## src/rtl/core/cco_pkg.sv

```systemverilog
// ----------------------------------------------------------------------------
// cco_pkg: shared types and constants of the chain code outward offset unit
// Queue entry layout, register indexes and the direction step tables.
// ----------------------------------------------------------------------------
package cco_pkg;

   // default width of the offset start coordinates
   localparam int COORD_BITS_DEF = 16;

   // configuration port
   localparam int CSR_INDEX_BITS = 2;
   localparam int CSR_DATA_BITS  = 15;
   localparam int BASE_BITS      = 15;

   typedef enum logic [CSR_INDEX_BITS-1:0] {
      CSR_START_X      = 2'd0,
      CSR_START_Y      = 2'd1,
      CSR_CLOSING_CODE = 2'd2
   } csr_index_type;

   // queue between front and back
   localparam int QUEUE_DEPTH = 4;
   localparam int QPTR_BITS   = $clog2(QUEUE_DEPTH);
   localparam int QCNT_BITS   = $clog2(QUEUE_DEPTH + 1);

   // fixed offsets and directions
   localparam logic [2:0] DIR_UP      = 3'd2;
   localparam logic [2:0] START_EVEN  = 3'd2;
   localparam logic [2:0] START_ODD   = 3'd3;
   localparam logic [2:0] ADD_EVEN_HI = 3'd3;
   localparam logic [1:0] ADD_EVEN_LO = 2'd1;
   localparam logic [2:0] ADD_ODD_HI  = 3'd4;
   localparam logic [1:0] ADD_ODD_LO  = 2'd2;

   // one classified item waiting for the back end
   typedef struct packed {
      logic       pixel;    // single-pixel object, emits 7,5,3,1
      logic       error;    // unreachable turn
      logic [1:0] cnt_m1;   // number of results minus one
      logic [2:0] code;
      logic       border;
      logic [2:0] off_hi;   // offset of the first added code
      logic [1:0] off_lo;   // offset of the second added code
      logic [2:0] sd;       // start offset direction
   } entry_type;

   typedef struct packed {
      logic      valid;
      entry_type entry;
   } push_type;

   typedef struct packed {
      logic full;
      logic empty;
   } queue_status_type;

   // x step of a Freeman direction
   function automatic logic signed [1:0] dir_dx(input logic [2:0] dir);
      logic signed [1:0] d;
      case (dir)
         3'd0, 3'd1, 3'd7: d = 2'sd1;
         3'd3, 3'd4, 3'd5: d = -2'sd1;
         default:          d = 2'sd0;
      endcase
      return d;
   endfunction

   // y step of a Freeman direction, y grows downward
   function automatic logic signed [1:0] dir_dy(input logic [2:0] dir);
      logic signed [1:0] d;
      case (dir)
         3'd1, 3'd2, 3'd3: d = -2'sd1;
         3'd5, 3'd6, 3'd7: d = 2'sd1;
         default:          d = 2'sd0;
      endcase
      return d;
   endfunction

endpackage

```

## src/rtl/core/cco_if.sv

```systemverilog
// ----------------------------------------------------------------------------
// cco_if: item channels of the chain code outward offset unit
// Request channel carries chain code steps, response channel offset codes.
// ----------------------------------------------------------------------------
interface cco_req_if;
   logic       valid;
   logic       ready;
   logic       action;
   logic [2:0] code;
   logic       border;
   logic       first;

   modport source (output valid, action, code, border, first, input ready);
   modport sink   (input valid, action, code, border, first, output ready);
endinterface

interface cco_rsp_if #(
   parameter int COORD_BITS = cco_pkg::COORD_BITS_DEF
);
   logic                         valid;
   logic                         ready;
   logic [2:0]                   out_code;
   logic                         out_border;
   logic                         last;
   logic                         error;
   logic signed [COORD_BITS-1:0] new_start_x;
   logic signed [COORD_BITS-1:0] new_start_y;

   modport source (output valid, out_code, out_border, last, error, new_start_x,
                   new_start_y, input ready);
   modport sink   (input valid, out_code, out_border, last, error, new_start_x,
                   new_start_y, output ready);
endinterface

```

## src/rtl/core/cco_front.sv

```systemverilog
// ----------------------------------------------------------------------------
// cco_front: accept and classify chain code items
// Works out the turn against the previous code and builds a queue entry.
// ----------------------------------------------------------------------------
module cco_front (
   input  logic                      clock,
   input  logic                      reset,
   cco_req_if.sink                   req_if,
   input  logic [2:0]                closing_code,
   input  cco_pkg::queue_status_type q_status,
   output cco_pkg::push_type         push
);
   import cco_pkg::*;

   logic [2:0] prev_ff, prev_in;
   logic       accept;
   logic [2:0] prev_sel;
   logic [2:0] turn;
   logic       drop;
   entry_type  entry;

   // take an item whenever the queue has room
   assign req_if.ready = !q_status.full;
   assign accept       = req_if.valid && req_if.ready;

   // turn against the previous code
   assign prev_sel = req_if.first ? closing_code : prev_ff;
   assign turn     = req_if.code - prev_sel;

   // classify
   always_comb begin
      entry        = '0;
      drop         = 1'b0;
      entry.code   = req_if.code;
      entry.border = req_if.border;
      entry.sd     = closing_code + (closing_code[0] ? START_ODD : START_EVEN);
      if (req_if.action) begin
         entry.pixel  = 1'b1;
         entry.cnt_m1 = 2'd3;
         entry.border = 1'b0;
         entry.sd     = DIR_UP;
      end else if (!req_if.code[0]) begin
         case (turn)
            3'd2, 3'd3: begin
               entry.error  = 1'b1;
               entry.border = 1'b0;
            end
            3'd4, 3'd5: begin
               entry.cnt_m1 = 2'd2;
               entry.off_hi = ADD_EVEN_HI;
               entry.off_lo = ADD_EVEN_LO;
            end
            3'd6, 3'd7: begin
               entry.cnt_m1 = 2'd1;
               entry.off_lo = ADD_EVEN_LO;
            end
            default: begin
               entry.cnt_m1 = 2'd0;
            end
         endcase
      end else begin
         case (turn)
            3'd3: begin
               entry.error  = 1'b1;
               entry.border = 1'b0;
            end
            3'd1, 3'd2: begin
               drop = 1'b1;
            end
            3'd4: begin
               entry.cnt_m1 = 2'd2;
               entry.off_hi = ADD_ODD_HI;
               entry.off_lo = ADD_ODD_LO;
            end
            3'd5, 3'd6: begin
               entry.cnt_m1 = 2'd1;
               entry.off_lo = ADD_ODD_LO;
            end
            default: begin
               entry.cnt_m1 = 2'd0;
            end
         endcase
      end
   end

   assign push.valid = accept && !drop;
   assign push.entry = entry;

   // previous code follows every chain code step
   always_comb begin
      prev_in = prev_ff;
      if (accept && !req_if.action) begin
         prev_in = req_if.code;
      end
   end

   always_ff @(posedge clock) begin
      if (reset) begin
         prev_ff <= '0;
      end else begin
         prev_ff <= prev_in;
      end
   end

endmodule

```

## src/rtl/core/cco_queue.sv

```systemverilog
// ----------------------------------------------------------------------------
// cco_queue: short queue between front and back
// Small circular buffer of classified entries with an occupancy count.
// ----------------------------------------------------------------------------
module cco_queue (
   input  logic                      clock,
   input  logic                      reset,
   input  cco_pkg::push_type         push,
   input  logic                      pop,
   output cco_pkg::entry_type        head,
   output cco_pkg::queue_status_type status
);
   import cco_pkg::*;

   entry_type            mem [QUEUE_DEPTH];
   logic [QPTR_BITS-1:0] wr_ptr_ff, wr_ptr_in;
   logic [QPTR_BITS-1:0] rd_ptr_ff, rd_ptr_in;
   logic [QCNT_BITS-1:0] count_ff, count_in;

   assign status.full  = (count_ff == QCNT_BITS'(QUEUE_DEPTH));
   assign status.empty = (count_ff == '0);
   assign head         = mem[rd_ptr_ff];

   // pointer and count update
   always_comb begin
      wr_ptr_in = wr_ptr_ff;
      rd_ptr_in = rd_ptr_ff;
      count_in  = count_ff;
      if (push.valid) begin
         wr_ptr_in = wr_ptr_ff + 1'b1;
      end
      if (pop) begin
         rd_ptr_in = rd_ptr_ff + 1'b1;
      end
      if (push.valid && !pop) begin
         count_in = count_ff + 1'b1;
      end else if (pop && !push.valid) begin
         count_in = count_ff - 1'b1;
      end
   end

   always_ff @(posedge clock) begin
      if (reset) begin
         wr_ptr_ff <= '0;
         rd_ptr_ff <= '0;
         count_ff  <= '0;
      end else begin
         wr_ptr_ff <= wr_ptr_in;
         rd_ptr_ff <= rd_ptr_in;
         count_ff  <= count_in;
      end
   end

   // entry storage
   always_ff @(posedge clock) begin
      if (push.valid) begin
         mem[wr_ptr_ff] <= push.entry;
      end
   end

endmodule

```

## src/rtl/core/cco_back.sv

```systemverilog
// ----------------------------------------------------------------------------
// cco_back: expand queue entries into result items
// Emits one result a cycle from the queue head into the output register while the receiver takes them.
// ----------------------------------------------------------------------------
module cco_back #(
   parameter int COORD_BITS = cco_pkg::COORD_BITS_DEF
) (
   input  logic                            clock,
   input  logic                            reset,
   input  cco_pkg::entry_type              head,
   input  cco_pkg::queue_status_type       q_status,
   output logic                            pop,
   input  logic [cco_pkg::BASE_BITS-1:0]   start_x,
   input  logic [cco_pkg::BASE_BITS-1:0]   start_y,
   cco_rsp_if.source                       rsp_if
);
   import cco_pkg::*;

   localparam int WIDE = 33;
   localparam logic signed [WIDE-1:0] COORD_HI =
      (WIDE'(1) <<< (COORD_BITS - 1)) - WIDE'(1);
   localparam logic signed [WIDE-1:0] COORD_LO = -COORD_HI - WIDE'(1);

   // base plus one step, saturated to the coordinate range
   function automatic logic [COORD_BITS-1:0] sat_coord(
      input logic [BASE_BITS-1:0] base,
      input logic signed [1:0]    d
   );
      logic signed [BASE_BITS+1:0] sum;
      logic signed [WIDE-1:0]      wide;
      logic signed [WIDE-1:0]      sat;
      sum  = $signed({2'b00, base}) + $signed({{BASE_BITS{d[1]}}, d});
      wide = $signed({{(WIDE-BASE_BITS-2){sum[BASE_BITS+1]}}, sum});
      if (wide > COORD_HI) begin
         sat = COORD_HI;
      end else if (wide < COORD_LO) begin
         sat = COORD_LO;
      end else begin
         sat = wide;
      end
      return sat[COORD_BITS-1:0];
   endfunction

   logic                  valid_ff, valid_in;
   logic [1:0]            done_ff, done_in;
   logic [2:0]            code_ff, code_in;
   logic                  border_ff, border_in;
   logic                  last_ff, last_in;
   logic                  error_ff, error_in;
   logic [COORD_BITS-1:0] nx_ff, nx_in;
   logic [COORD_BITS-1:0] ny_ff, ny_in;

   logic       load;
   logic       emit;
   logic       is_last;
   logic [1:0] pos;
   logic [2:0] offset;

   // output register takes a new result when empty or being drained
   assign load    = !valid_ff || rsp_if.ready;
   assign emit    = load && !q_status.empty;
   assign is_last = (done_ff == head.cnt_m1);
   assign pop     = emit && is_last;
   assign pos     = head.cnt_m1 - done_ff;

   // offset of the code at this position
   always_comb begin
      case (pos)
         2'd2:    offset = head.off_hi;
         2'd1:    offset = {1'b0, head.off_lo};
         default: offset = 3'd0;
      endcase
   end

   // next result
   always_comb begin
      code_in   = code_ff;
      border_in = border_ff;
      last_in   = last_ff;
      error_in  = error_ff;
      nx_in     = nx_ff;
      ny_in     = ny_ff;
      if (emit) begin
         if (head.pixel) begin
            code_in = {pos, 1'b1};
         end else if (head.error) begin
            code_in = 3'd0;
         end else begin
            code_in = head.code + offset;
         end
         border_in = head.border;
         last_in   = is_last;
         error_in  = head.error;
         nx_in     = sat_coord(start_x, dir_dx(head.sd));
         ny_in     = sat_coord(start_y, dir_dy(head.sd));
      end
   end

   // control
   always_comb begin
      done_in  = done_ff;
      valid_in = valid_ff;
      if (emit) begin
         done_in  = is_last ? 2'd0 : done_ff + 2'd1;
         valid_in = 1'b1;
      end else if (rsp_if.ready) begin
         valid_in = 1'b0;
      end
   end

   always_ff @(posedge clock) begin
      if (reset) begin
         valid_ff <= 1'b0;
         done_ff  <= '0;
      end else begin
         valid_ff <= valid_in;
         done_ff  <= done_in;
      end
   end

   always_ff @(posedge clock) begin
      code_ff   <= code_in;
      border_ff <= border_in;
      last_ff   <= last_in;
      error_ff  <= error_in;
      nx_ff     <= nx_in;
      ny_ff     <= ny_in;
   end

   assign rsp_if.valid       = valid_ff;
   assign rsp_if.out_code    = code_ff;
   assign rsp_if.out_border  = border_ff;
   assign rsp_if.last        = last_ff;
   assign rsp_if.error       = error_ff;
   assign rsp_if.new_start_x = $signed(nx_ff);
   assign rsp_if.new_start_y = $signed(ny_ff);

endmodule

```

## src/rtl/core/chain_code_outward_offset_unit.sv

```systemverilog
// ----------------------------------------------------------------------------
// chain_code_outward_offset_unit: outward offset of a Freeman chain code
// Each request item is one 8-connected chain code step (or a single-pixel
// object); the unit answers with the codes of the contour grown outward by one
// pixel, zero to four response items per request, the final one flagged by
// last, plus the shifted start point. Results leave at one per cycle from a
// registered output while the receiver is ready; a four-entry queue between
// the classifying front end and the expanding back end lets requests keep
// arriving while earlier results drain. Write start_x, start_y and
// closing_code only while no results are pending.
// ----------------------------------------------------------------------------
module chain_code_outward_offset_unit #(
   parameter int COORD_BITS = cco_pkg::COORD_BITS_DEF
) (
   input  logic                               clock,
   input  logic                               reset,
   cco_req_if.sink                            req_if,
   cco_rsp_if.source                          rsp_if,
   input  logic                               csr_we,
   input  logic [cco_pkg::CSR_INDEX_BITS-1:0] csr_index,
   input  logic [cco_pkg::CSR_DATA_BITS-1:0]  csr_wdata
);
   import cco_pkg::*;

   logic [BASE_BITS-1:0] start_x_ff, start_x_in;
   logic [BASE_BITS-1:0] start_y_ff, start_y_in;
   logic [2:0]           closing_code_ff, closing_code_in;

   push_type         push;
   logic             pop;
   entry_type        head;
   queue_status_type q_status;

   // configuration registers
   always_comb begin
      start_x_in      = start_x_ff;
      start_y_in      = start_y_ff;
      closing_code_in = closing_code_ff;
      if (csr_we) begin
         case (csr_index)
            CSR_START_X:      start_x_in      = csr_wdata[BASE_BITS-1:0];
            CSR_START_Y:      start_y_in      = csr_wdata[BASE_BITS-1:0];
            CSR_CLOSING_CODE: closing_code_in = csr_wdata[2:0];
            default:          ;
         endcase
      end
   end

   always_ff @(posedge clock) begin
      if (reset) begin
         start_x_ff      <= '0;
         start_y_ff      <= '0;
         closing_code_ff <= '0;
      end else begin
         start_x_ff      <= start_x_in;
         start_y_ff      <= start_y_in;
         closing_code_ff <= closing_code_in;
      end
   end

   // front end: accept and classify
   cco_front u_front (
      .clock        (clock),
      .reset        (reset),
      .req_if       (req_if),
      .closing_code (closing_code_ff),
      .q_status     (q_status),
      .push         (push)
   );

   // queue between front and back
   cco_queue u_queue (
      .clock  (clock),
      .reset  (reset),
      .push   (push),
      .pop    (pop),
      .head   (head),
      .status (q_status)
   );

   // back end: expand into result items
   cco_back #(
      .COORD_BITS (COORD_BITS)
   ) u_back (
      .clock    (clock),
      .reset    (reset),
      .head     (head),
      .q_status (q_status),
      .pop      (pop),
      .start_x  (start_x_ff),
      .start_y  (start_y_ff),
      .rsp_if   (rsp_if)
   );

`ifndef SYNTH
   // an error item is a lone result with a cleared code
   a_error_shape: assert property (@(posedge clock) disable iff (reset)
      rsp_if.valid && rsp_if.error |->
         rsp_if.last && (rsp_if.out_code == 3'd0) && !rsp_if.out_border)
      else $error("error result with code, border or missing last");

   // results of one item follow each other without a gap
   a_no_gap: assert property (@(posedge clock) disable iff (reset)
      rsp_if.valid && rsp_if.ready && !rsp_if.last |=> rsp_if.valid)
      else $error("gap inside the results of one item");

   // nothing is offered right after reset
   a_reset_quiet: assert property (@(posedge clock)
      reset |=> !rsp_if.valid)
      else $error("result offered after reset");
`endif

endmodule

```

## src/flat_wrapper.sv

```systemverilog
// flat-port wrapper written by rule: the top's interface ports become plain ports
module chain_code_outward_offset_unit_flat import cco_pkg::*;
#(
   parameter int COORD_BITS = cco_pkg::COORD_BITS_DEF
)
  (clock, reset, csr_we, csr_index, csr_wdata, req_if_valid, req_if_action, req_if_code, req_if_border, req_if_first, req_if_ready, rsp_if_valid, rsp_if_out_code, rsp_if_out_border, rsp_if_last, rsp_if_error, rsp_if_new_start_x, rsp_if_new_start_y, rsp_if_ready);
  cco_req_if req_if_i ();
  cco_rsp_if #(.COORD_BITS(COORD_BITS)) rsp_if_i ();
  input  logic clock;
  input  logic reset;
  input  logic csr_we;
  input  logic [cco_pkg::CSR_INDEX_BITS-1:0] csr_index;
  input  logic [cco_pkg::CSR_DATA_BITS-1:0] csr_wdata;
  input wire logic [$bits(req_if_i.valid)-1:0] req_if_valid;
  input wire logic [$bits(req_if_i.action)-1:0] req_if_action;
  input wire logic [$bits(req_if_i.code)-1:0] req_if_code;
  input wire logic [$bits(req_if_i.border)-1:0] req_if_border;
  input wire logic [$bits(req_if_i.first)-1:0] req_if_first;
  output wire logic [$bits(req_if_i.ready)-1:0] req_if_ready;
  output wire logic [$bits(rsp_if_i.valid)-1:0] rsp_if_valid;
  output wire logic [$bits(rsp_if_i.out_code)-1:0] rsp_if_out_code;
  output wire logic [$bits(rsp_if_i.out_border)-1:0] rsp_if_out_border;
  output wire logic [$bits(rsp_if_i.last)-1:0] rsp_if_last;
  output wire logic [$bits(rsp_if_i.error)-1:0] rsp_if_error;
  output wire logic [$bits(rsp_if_i.new_start_x)-1:0] rsp_if_new_start_x;
  output wire logic [$bits(rsp_if_i.new_start_y)-1:0] rsp_if_new_start_y;
  input wire logic [$bits(rsp_if_i.ready)-1:0] rsp_if_ready;
  assign req_if_i.valid = req_if_valid;
  assign req_if_i.action = req_if_action;
  assign req_if_i.code = req_if_code;
  assign req_if_i.border = req_if_border;
  assign req_if_i.first = req_if_first;
  assign req_if_ready = req_if_i.ready;
  assign rsp_if_valid = rsp_if_i.valid;
  assign rsp_if_out_code = rsp_if_i.out_code;
  assign rsp_if_out_border = rsp_if_i.out_border;
  assign rsp_if_last = rsp_if_i.last;
  assign rsp_if_error = rsp_if_i.error;
  assign rsp_if_new_start_x = rsp_if_i.new_start_x;
  assign rsp_if_new_start_y = rsp_if_i.new_start_y;
  assign rsp_if_i.ready = rsp_if_ready;
  chain_code_outward_offset_unit #(.COORD_BITS(COORD_BITS)) u_core (.clock(clock), .reset(reset), .req_if(req_if_i), .rsp_if(rsp_if_i), .csr_we(csr_we), .csr_index(csr_index), .csr_wdata(csr_wdata));
endmodule
```

## config.mk

```make
export PLATFORM = sky130hd
export DESIGN_NAME = chain_code_outward_offset_unit_flat
export DESIGN_NICKNAME = d
export VERILOG_FILES = /design/src/rtl/core/cco_pkg.sv /design/src/rtl/core/cco_if.sv /design/src/rtl/core/cco_front.sv /design/src/rtl/core/cco_queue.sv /design/src/rtl/core/cco_back.sv /design/src/rtl/core/chain_code_outward_offset_unit.sv /design/src/flat_wrapper.sv
export SDC_FILE = /design/constraint.sdc
export NUM_CORES = 1
export LEC_CHECK = 0
export ABC_AREA = 1
export ABC_CLOCK_PERIOD_IN_PS = 6950
export BUFFER_PORTS_ARGS = -buffer_cell sky130_fd_sc_hd__clkbuf_2
export CORE_ASPECT_RATIO = 1.25
export CORE_MARGIN = 2
export CORE_UTILIZATION = 60
export DETAILED_ROUTE_END_ITERATION = 10
export PLACE_DENSITY_LB_ADDON = 0.1
export REMOVE_ABC_BUFFERS = 1
export SLEW_MARGIN = 10
export SYNTH_ARGS = -nofsm -noshare
export SYNTH_HDL_FRONTEND = slang
export SYNTH_SLANG_ARGS = --single-unit
```

## constraint.sdc

```tcl
create_clock -name clock -period 6.95 [get_ports clock]
set_clock_uncertainty 0.1 [all_clocks]
set_input_delay 0.3475 -clock clock [delete_from_list [all_inputs] [get_ports clock]]
set_output_delay 0.3475 -clock clock [all_outputs]
set_load 0.02 [all_outputs]
```

* After elaboration in Yosys (flattened, before gate mapping)
Memory sizes are Yosys's and may differ from the RTL's. A register that Yosys moved wholly into a read port is not among the register bits.
Cells that the tools add are included.
** Word-level totals
- Word-level logic and storage cells :: 127
- Output and inout bits :: 40
- Register bits :: 84
- Memory bits (writable) :: 64
- Input bits :: 28
- Memories :: 1
** Memory list
- u_core.u_queue.mem :: words 4, bits a word 16, rd ports 1, clocked after memory_dff 1, wr ports 1, line cco_queue.sv:15 : entry_type mem [QUEUE_DEPTH];
** Operators by class
- Equality and inequality tests :: 20
- Reductions and logical operators :: 34
- Multiplexer cells :: 41
- $lt $le $gt $ge :: 4
- Add/subtract/negate cells :: 11
** Operators with widths (count)
- $add 16x2->17 :: 2
- $gt 17x16->1 const B :: 2
- $lt 17x16->1 const B :: 2
- $mux 16 :: 2
- $eq 3x3->1 const B :: 9
- $mux 3 :: 8
- $mux 1 :: 16
- $mux 2 :: 8
- $pmux 2 s2 :: 4
- $reduce_or 3->1 :: 5
- $eq 3x2->1 const B :: 4
- $reduce_or 2->1 :: 5
- $logic_and 1x1->1 :: 7
- $logic_not 1->1 :: 7
- $add 2x1->2 const B :: 3
- $eq 3x1->1 const B :: 2
- $logic_not 3->1 :: 2
- $mux 6 :: 1
- $pmux 3 s2 :: 1
- $reduce_and 2->1 :: 3
- $mux 5 :: 1
- $eq 2x1->1 const B :: 2
- $eq 2x2->1 const B :: 2
- $reduce_bool 2->1 :: 2
- 10 further kinds :: 10

* Logic depth before layout (Yosys ltp)
Gate-level depths: netlist of run 1.
- Depth after elaboration :: 13
- Depth in mapped cells :: 23
- Gate-level depth less buffers :: 22

* Hierarchy
A second synthesis of run 1 with hierarchy kept.
** Unflattened totals
- Cell total of the unflattened synthesis :: 973
- Area total of the unflattened synthesis :: 8353.0 um2
** By module, submodules not included
- cco_back :: sequential area each 1201.2 um2, instances 1, cells an instance 461, area an instance 3652.3 um2
- cco_queue :: sequential area each 2102.0 um2, instances 1, cells an instance 212, area an instance 2800.2 um2
- chain_code_outward_offset_unit :: sequential area each 660.6 um2, instances 1, cells an instance 216, area an instance 1398.8 um2
- cco_front :: sequential area each 60.1 um2, instances 1, cells an instance 84, area an instance 501.7 um2

* Worst setup path before layout of run 1
OpenSTA, ideal clock, no wires.
- Kind :: flip-flop to flip-flop
- Start point :: register u_core.u_queue.count_ff[1]
- End point :: register u_core.u_queue.count_ff[1]
- Setup time :: 120 ps
- Cell stages (with the launch flop) :: 9
- Arrival time :: 4085 ps
- Period minus slack after synthesis :: 4305 ps
- Path slack :: 2645 ps
- Data required time :: 6730 ps
- Buffers on the path :: 0
- Cells stage by stage :: dfxtp_1 > inv_1 > a31oi_1 > nand2_1 > ha_1 > inv_1 > fa_1 > o21ai_0 > a21oi_1
** Between the ends
- Cells in the longest elaborated chain, start to end :: 7
- Elaborated cells on any way between the ends :: 17
- Those cells by class :: add/sub: 2; eq/ne: 1; mux: 2; reduce/logical: 12
** RTL lines
- from (decl) :: line cco_queue.sv:18 : logic [QCNT_BITS-1:0] count_ff, count_in;
- from (signal assigned) :: line cco_queue.sv:50 : count_ff <= count_in;
- $logic_not 3->1 :: line cco_queue.sv:21 : assign status.empty = (count_ff == '0);
- $logic_not 1->1 :: line cco_back.sv:61 : assign emit = load && !q_status.empty;
- $logic_and 1x1->1 :: line cco_back.sv:61
- named net u_core.u_back.emit :: line cco_back.sv:54 : logic emit;
- $logic_and 1x1->1 :: line cco_back.sv:63 : assign pop = emit && is_last;
- $logic_not 1->1 :: line cco_queue.sv:35 : if (push.valid && !pop) begin
- $logic_and 1x1->1 :: line cco_queue.sv:35
- $mux 3 :: line cco_queue.sv:35
- named net u_core.u_queue.count_in[1] :: line cco_queue.sv:18
The timed path passes the listed nets, and every way through them passes these cells. The select of a mux whose other input is x is not followed.
A chain may end at the register's enable or synchronous reset.

==> qor.yml, run 1 <==
status:
  status: "completed"
sta:
  finalCriticalPeriod_ns: 4.48
  slew_viol_final: 0
  hold_viol_final: 0
  rsz0062_at_grt: "no"
  slew_headroom_pct: 33.2
  min_period_over_period_pct: 64.5
  tightest_slew_ns: 1.00
  clock.fmax_ghz: 0.223
  finalSetupViolations: 0
  fin_setup_tns_ns: 0
  setup_ws_ns: 2.47
finish:
  layout_commonest_cell: "nand2_1"
  drive_above_1_share_pct: 20.2
  utilization_pct: 69.6
  areaGrowthSynthToFinish_pct: 12.7
  fin_area_sq_um: 8850
  nets: 1021
  diodes: 0
  layout_common_cells: "nand2_1, inv_1, edfxtp_1, clkbuf_2, o21ai_0"
run:
  cap_violations: 0
clocking:
  ctsResizeCount: 0
  clkSinkCount: 142
  post-cts-setup-buffers: 0
  numCtsBuffers: 17
  clockBufferDepth: 2
  cts-root-buf: "clkbuf_16"
  htree_num_levels: 4
  cts_hold_buffers: 0
  clk_latency_ns: 0.42
  clk_pin_slew_worst_paths_ns: 0.06
  cts_tree: "done"
place:
  place_area_sq_um: 8280
  place_hpwl_um: 11900
  place_congestion: 0.887
  port_buffers: 67
  pre_cts_slack_ns: 2.59
grt:
  grt_pass1_wl_um: 27400
  gr-usage-all-layers_pct: 24.6
  antenna_found_initial: 0
  grt_max_degree: 44
  grt_overflow: 0
  grt_pass1_vias: 5868
die:
  coreArea_sq_um: 12700
  row_count: 46
  die_y_um: 132
  fp.dieW_um: 106
  floorplan.initialDensity_pct: 61.8
  top_level_ports: 68
  die_area_sq_um: 14000
pwr:
  power_switching_share_pct: 42.4
  p_sw_mw: 1.69
  leakage_nw: 3.92
  powerDensity_nw_per_um2: 450
  vdd_drop_max_v: 0.000229
  clockPowerShare_pct: 22.2
  power_frac_comb_pct: 45.1
  intPower_mw: 2.29
  seqPwrFrac_pct: 32.6
logic_synthesis:
  synth-seq-cells: 142
  synth_warnings: 0
  netlist_instances: 909
  synth_seq_area_share_pct: 48.2
  yosysUniqueCellTypes: 41
  synth_area_sq_um: 7860
  syn_avg_cell_area_sq_um: 8.64
drt:
  wire_per_inst_um: 14.4
  dr.pass1.iters: 5
  totalWireLength_um: 16700
  vias: 6180
  ant_nets: 0
  vias_per_cell: 5.36
  route.detailed.drc: 0
  drtIter0Drc: 278
setup_path:
  critPathLaunchType: "flop"
  arrival_ns: 4.54
  worst-path-max-fanout: 31
  worst-setup-path-type: "flop to flop"
  endpoint_kind: "flop"
  required_ns: 7.00
worst_hold_path:
  min_path_type: "input pin to flop"
## power by group through the flow
stage               combinational, mW  sequential (mW)  clock, mW
global placement                 1.76             1.31          0
global route                     2.01             1.32      0.930
detailed placement               1.79             1.32          0
floorplan                        1.20             1.47          0
finish                           1.80             1.30      0.885
CTS                              1.81             1.30      0.891
## flip-flops by register name (all words and copies together) (netlist names), named ones only
name	count
u_core.closing_code_ff	3
u_core.u_back.rsp_if.out_border	1
u_core.u_queue.mem	56
u_core.u_back.rsp_if.error	1
u_core.u_back.done_ff	2
u_core.u_back.rsp_if.last	1
u_core.u_queue.wr_ptr_ff	2
u_core.u_back.rsp_if.valid	1
u_core.start_x_ff	15
u_core.u_queue.count_ff	3
u_core.u_front.prev_ff	3
u_core.start_y_ff	15
u_core.u_back.rsp_if.new_start_x	16
u_core.u_back.rsp_if.new_start_y	16
u_core.u_queue.rd_ptr_ff	2
u_core.u_back.rsp_if.out_code	3
## cells in the mapped netlist, drive strengths merged
master    n  area share [%]
nand2   280              16
inv     104             5.0
edfxtp   94              36
nor2     74             4.3
o21ai    65             4.1
nand3    61             5.1
a21oi    58             3.7
dfxtp    48              12
ha       17             2.7
o41ai    16             1.8
clkbuf   15            0.72
xnor2    14             1.6
buf      12             1.5
xor2     12             1.4
o22ai     8            0.64
nand3b    7            0.67
nand4     4            0.32
nor3      4            0.25
o21bai    4            0.57
a32o      3            0.38
fa        3            0.76
a31oi     1           0.080
a32oi     1            0.11
and2      1           0.080
nor3b     1           0.096
o311ai    1            0.11
or2       1           0.080
## final timing paths
check,start,slack (ns),cells past startpoint,endpoint
setup reg to reg,flop,2.47,15,u_core.u_back.rsp_if.out_code[2]
hold reg to reg,u_core.u_front.prev_ff[2],0.36,2,u_core.u_front.prev_ff[2]
setup / recovery,flop,2.47,15,u_core.u_back.rsp_if.out_code[2]
hold / removal,reset,0.05,2,u_core.u_queue.count_ff[0]
## per-stage QoR
step | power, mW | hold slack (ns) | cells
finish | 3.98 | 0.0545 | 1154
global route | 4.26 | 0.0662 | 1154
CTS | 4.00 | 0.0496 | 1154
detailed placement | 3.10 | 0.351 | 1122
global placement | 3.07 | 0.346 | 1122
floorplan | 2.66 | 0.317 | 882
## routing by layer
layer | vias to the layer above | global-route usage [%] | share of wire [%]
met5 | - | 0 | 0
li1 | 3163 | - | -
met4 | 0 | 10.2 | 3.0
met1 | 2804 | 29.2 | 40
met2 | 175 | 43.6 | 52
met3 | 38 | 4.40 | 5.3
## cells by family (layout without fill, tap and decap cells)
family	count (synthesis)	count (layout)	share of synthesized area [%]
xor gates and xnor gates	26	26	2.99
DFF	142	142	48.2
and+or+nand+nor	433	433	26.6
buffers and inverters	131	208	7.23
AOI/OAI and AO/OA	157	157	11.5
adders and majority gates	20	20	3.47
## critical path, stage by stage (launching register included)
cell	delay [ns]
dfxtp_1	0.98
inv_2	0.48
o21ai_0	0.31
o22ai_1	0.12
xnor2_1	0.25
xor2_1	0.33
inv_1	0.08
ha_1	0.30
a21oi_1	0.15
ha_1	0.16
inv_1	0.06
fa_1	0.38
xor2_1	0.19
xnor2_1	0.17
nand3_1	0.08
o21ai_0	0.08
## final cells by class
class,count,area [sq um]
clock buffer,17,425
clock inverter,15,151
fill,1022,3870
inverter,104,390
multi-input combinational,636,3520
sequential,142,3780
tap,168,210
timing repair buffer,72,373
(Power assumes the default switching activity.)
==> run 2: changes to the inputs <==
--- a/config.mk
+++ b/config.mk
@@ -6,7 +6,7 @@
 export NUM_CORES = 1
 export LEC_CHECK = 0
 export ABC_AREA = 1
-export ABC_CLOCK_PERIOD_IN_PS = 6950
+export ABC_CLOCK_PERIOD_IN_PS = 4600
 export BUFFER_PORTS_ARGS = -buffer_cell sky130_fd_sc_hd__clkbuf_2
 export CORE_ASPECT_RATIO = 1.25
 export CORE_MARGIN = 2
==> constraint.sdc (replaced) <==
create_clock -name clock -period 4.6 [get_ports clock]
set_clock_uncertainty 0.1 [all_clocks]
set_input_delay 0.23 -clock clock [delete_from_list [all_inputs] [get_ports clock]]
set_output_delay 0.23 -clock clock [all_outputs]
set_load 0.02 [all_outputs]
==> run 2 against run 1 <==
- power increased by 53%
- sequential power increased by 48%
- wire length increased by 1.3%
- cell area increased by 0.98%
- core utilization increased by 0.68 points
- hold slack got worse by 0.040 ns
- clock power increased by 59%
- final cell count increased by 0.43%
- first-iteration DRC count increased by 19%
- critical endpoint unchanged
==> qor.yml, run 2 (synthesis results as in run 1) <==
setup_path:
  required_ns: 4.67
  worst-setup-path-type: "flop to flop"
  r2r_setup_slack_ns: 0.91
  arrival_ns: 3.76
  endpoint_kind: "flop"
  critPathLaunchType: "flop"
  rr_endpoint: "u_core.u_back.rsp_if.out_code[2]"
  worst-path-max-fanout: 21
  worstRegToRegCells: 16
sta:
  rsz0062_at_grt: "no"
  hold_viol_final: 0
  tightest_slew_ns: 1.03
  fin_setup_tns_ns: 0
  setup_ws_ns: 0.914
  clock.fmax_ghz: 0.271
  hold_ws_ns: 0.0141
  min_period_over_period_pct: 80.1
  slew_headroom_pct: 31.3
  slew_viol_final: 0
  finalCriticalPeriod_ns: 3.69
  finalSetupViolations: 0
finish:
  diodes: 0
  nets: 1026
  fin_area_sq_um: 8940
  drive_above_1_share_pct: 20.3
  largest-register: "u_core.u_queue.mem"
  areaGrowthSynthToFinish_pct: 13.8
  num-fill-cells: 1040
  layout_common_cells: "nand2_1, inv_1, edfxtp_1, clkbuf_2, o21ai_0"
  largest_reg_flops: 56
  utilization_pct: 70.3
  layout.cells.non_filler: 1159
  layout_commonest_cell: "nand2_1"
place:
  dp_cells: 1124
  place_congestion: 0.908
  port_buffers: 67
  place_area_sq_um: 8290
  pre_cts_slack_ns: 0.948
  place_hpwl_um: 12100
pwr:
  seqPwrFrac_pct: 31.7
  power_switching_share_pct: 42.6
  vdd_drop_max_v: 0.000363
  leakage_nw: 3.96
  intPower_mw: 3.49
  clockPowerShare_pct: 23.2
  p_sw_mw: 2.59
  power_mw: 6.08
  power_frac_comb_pct: 45.1
  powerDensity_nw_per_um2: 680
clocking:
  clk_pin_slew_worst_paths_ns: 0.07
  htree_num_levels: 4
  cts_tree: "done"
  clkSinkCount: 142
  post-cts-setup-buffers: 0
  numCtsBuffers: 17
  cts-root-buf: "clkbuf_16"
  clockBufferDepth: 2
  clk_latency_ns: 0.43
grt:
  grt_pass1_vias: 5859
  grt_max_degree: 44
  antenna_found_initial: 0
  grt_pass1_wl_um: 27400
  gr-usage-all-layers_pct: 24.7
  grt_overflow: 0
die:
  coreArea_sq_um: 12700
  row_count: 46
  fp.dieW_um: 106
  floorplan.initialDensity_pct: 61.8
  die_area_sq_um: 14000
  die_y_um: 132
  top_level_ports: 68
drt:
  ant_nets: 0
  wire_per_inst_um: 14.6
  dr.pass1.iters: 4
  drtIter0Drc: 332
  route.detailed.drc: 0
  totalWireLength_um: 16900
  vias: 6254
  vias_per_cell: 5.40
status:
  status: "completed"
run:
  cap_violations: 0
worst_hold_path:
  whs_endpoint: "u_core.start_x_ff[5]"
  min_path_cells: 3
  min-delay-start: "csr_wdata[5]"
  min_path_type: "input pin to flop"
## run 2: cell count changes in the layout (fill, tap and decap cells not counted)
cell           delta
clkinv_8          +4
inv_8             +1
dlygate4sd3_1     +3
buf_4             +2
clkinvlp_4        -1
clkinv_2          -2
clkinv_4          -4
inv_6             +2
## run 2: how the worst max path moves through the flow
stage / endpoint / startpoint / cells after the start
after floorplan: u_core.u_queue.count_ff[1] / u_core.u_queue.count_ff[1] / 8
after global placement: u_core.u_back.rsp_if.out_code[2] / flop / 16
after detailed placement: u_core.u_back.rsp_if.out_code[2] / flop / 16
after CTS: u_core.u_back.rsp_if.out_code[2] / flop / 16
after global routing: u_core.u_back.rsp_if.out_code[2] / flop / 16
final: u_core.u_back.rsp_if.out_code[2] / flop / 16
## run 2: final cells by class
cell class / count / area [sq um] / share of cell area (%)
Inverter: 104 / 390 / 4.37
Tap cell: 168 / 210 / 2.35
Clock buffer: 17 / 425 / 4.76
Multi-Input combinational cell: 636 / 3520 / 39.4
Timing Repair Buffer: 77 / 418 / 4.67
Sequential cell: 142 / 3780 / 42.3
Clock inverter: 15 / 193 / 2.16
## run 2: per-layer routing
layer | vias up | GRT usage (%) | share of wire [%]
met4 | 0 | 11.9 | 4.0
met3 | 55 | 4.30 | 5.0
met1 | 2853 | 29.2 | 40
li1 | 3171 | - | -
met5 | - | 0 | 0
met2 | 175 | 43.3 | 51
## run 2: power by group through the flow
stage	clock [mW]	sequential [mW]	combinational [mW]
after detailed placement	0	1.96	2.74
after global placement	0	1.95	2.70
after global routing	1.49	1.95	3.05
after CTS	1.42	1.93	2.76
final	1.41	1.93	2.74
after floorplan	0	2.22	1.81
## run 2: critical path: stages (launching register included)
cell	delay, ns
dfxtp_1	0.30
buf_4	0.18
inv_1	0.47
o21ai_0	0.18
o22ai_1	0.19
xnor2_1	0.18
xor2_1	0.28
inv_1	0.07
ha_1	0.29
a21oi_1	0.14
ha_1	0.17
inv_1	0.05
fa_1	0.37
xor2_1	0.18
xnor2_1	0.14
nand3_1	0.07
o21ai_0	0.07
## run 2: repair_timing
item                                   in CTS  in global routing
resized for setup                           0                  0
endpoints found under the hold margin      11                  0
hold buffers                                3                  0
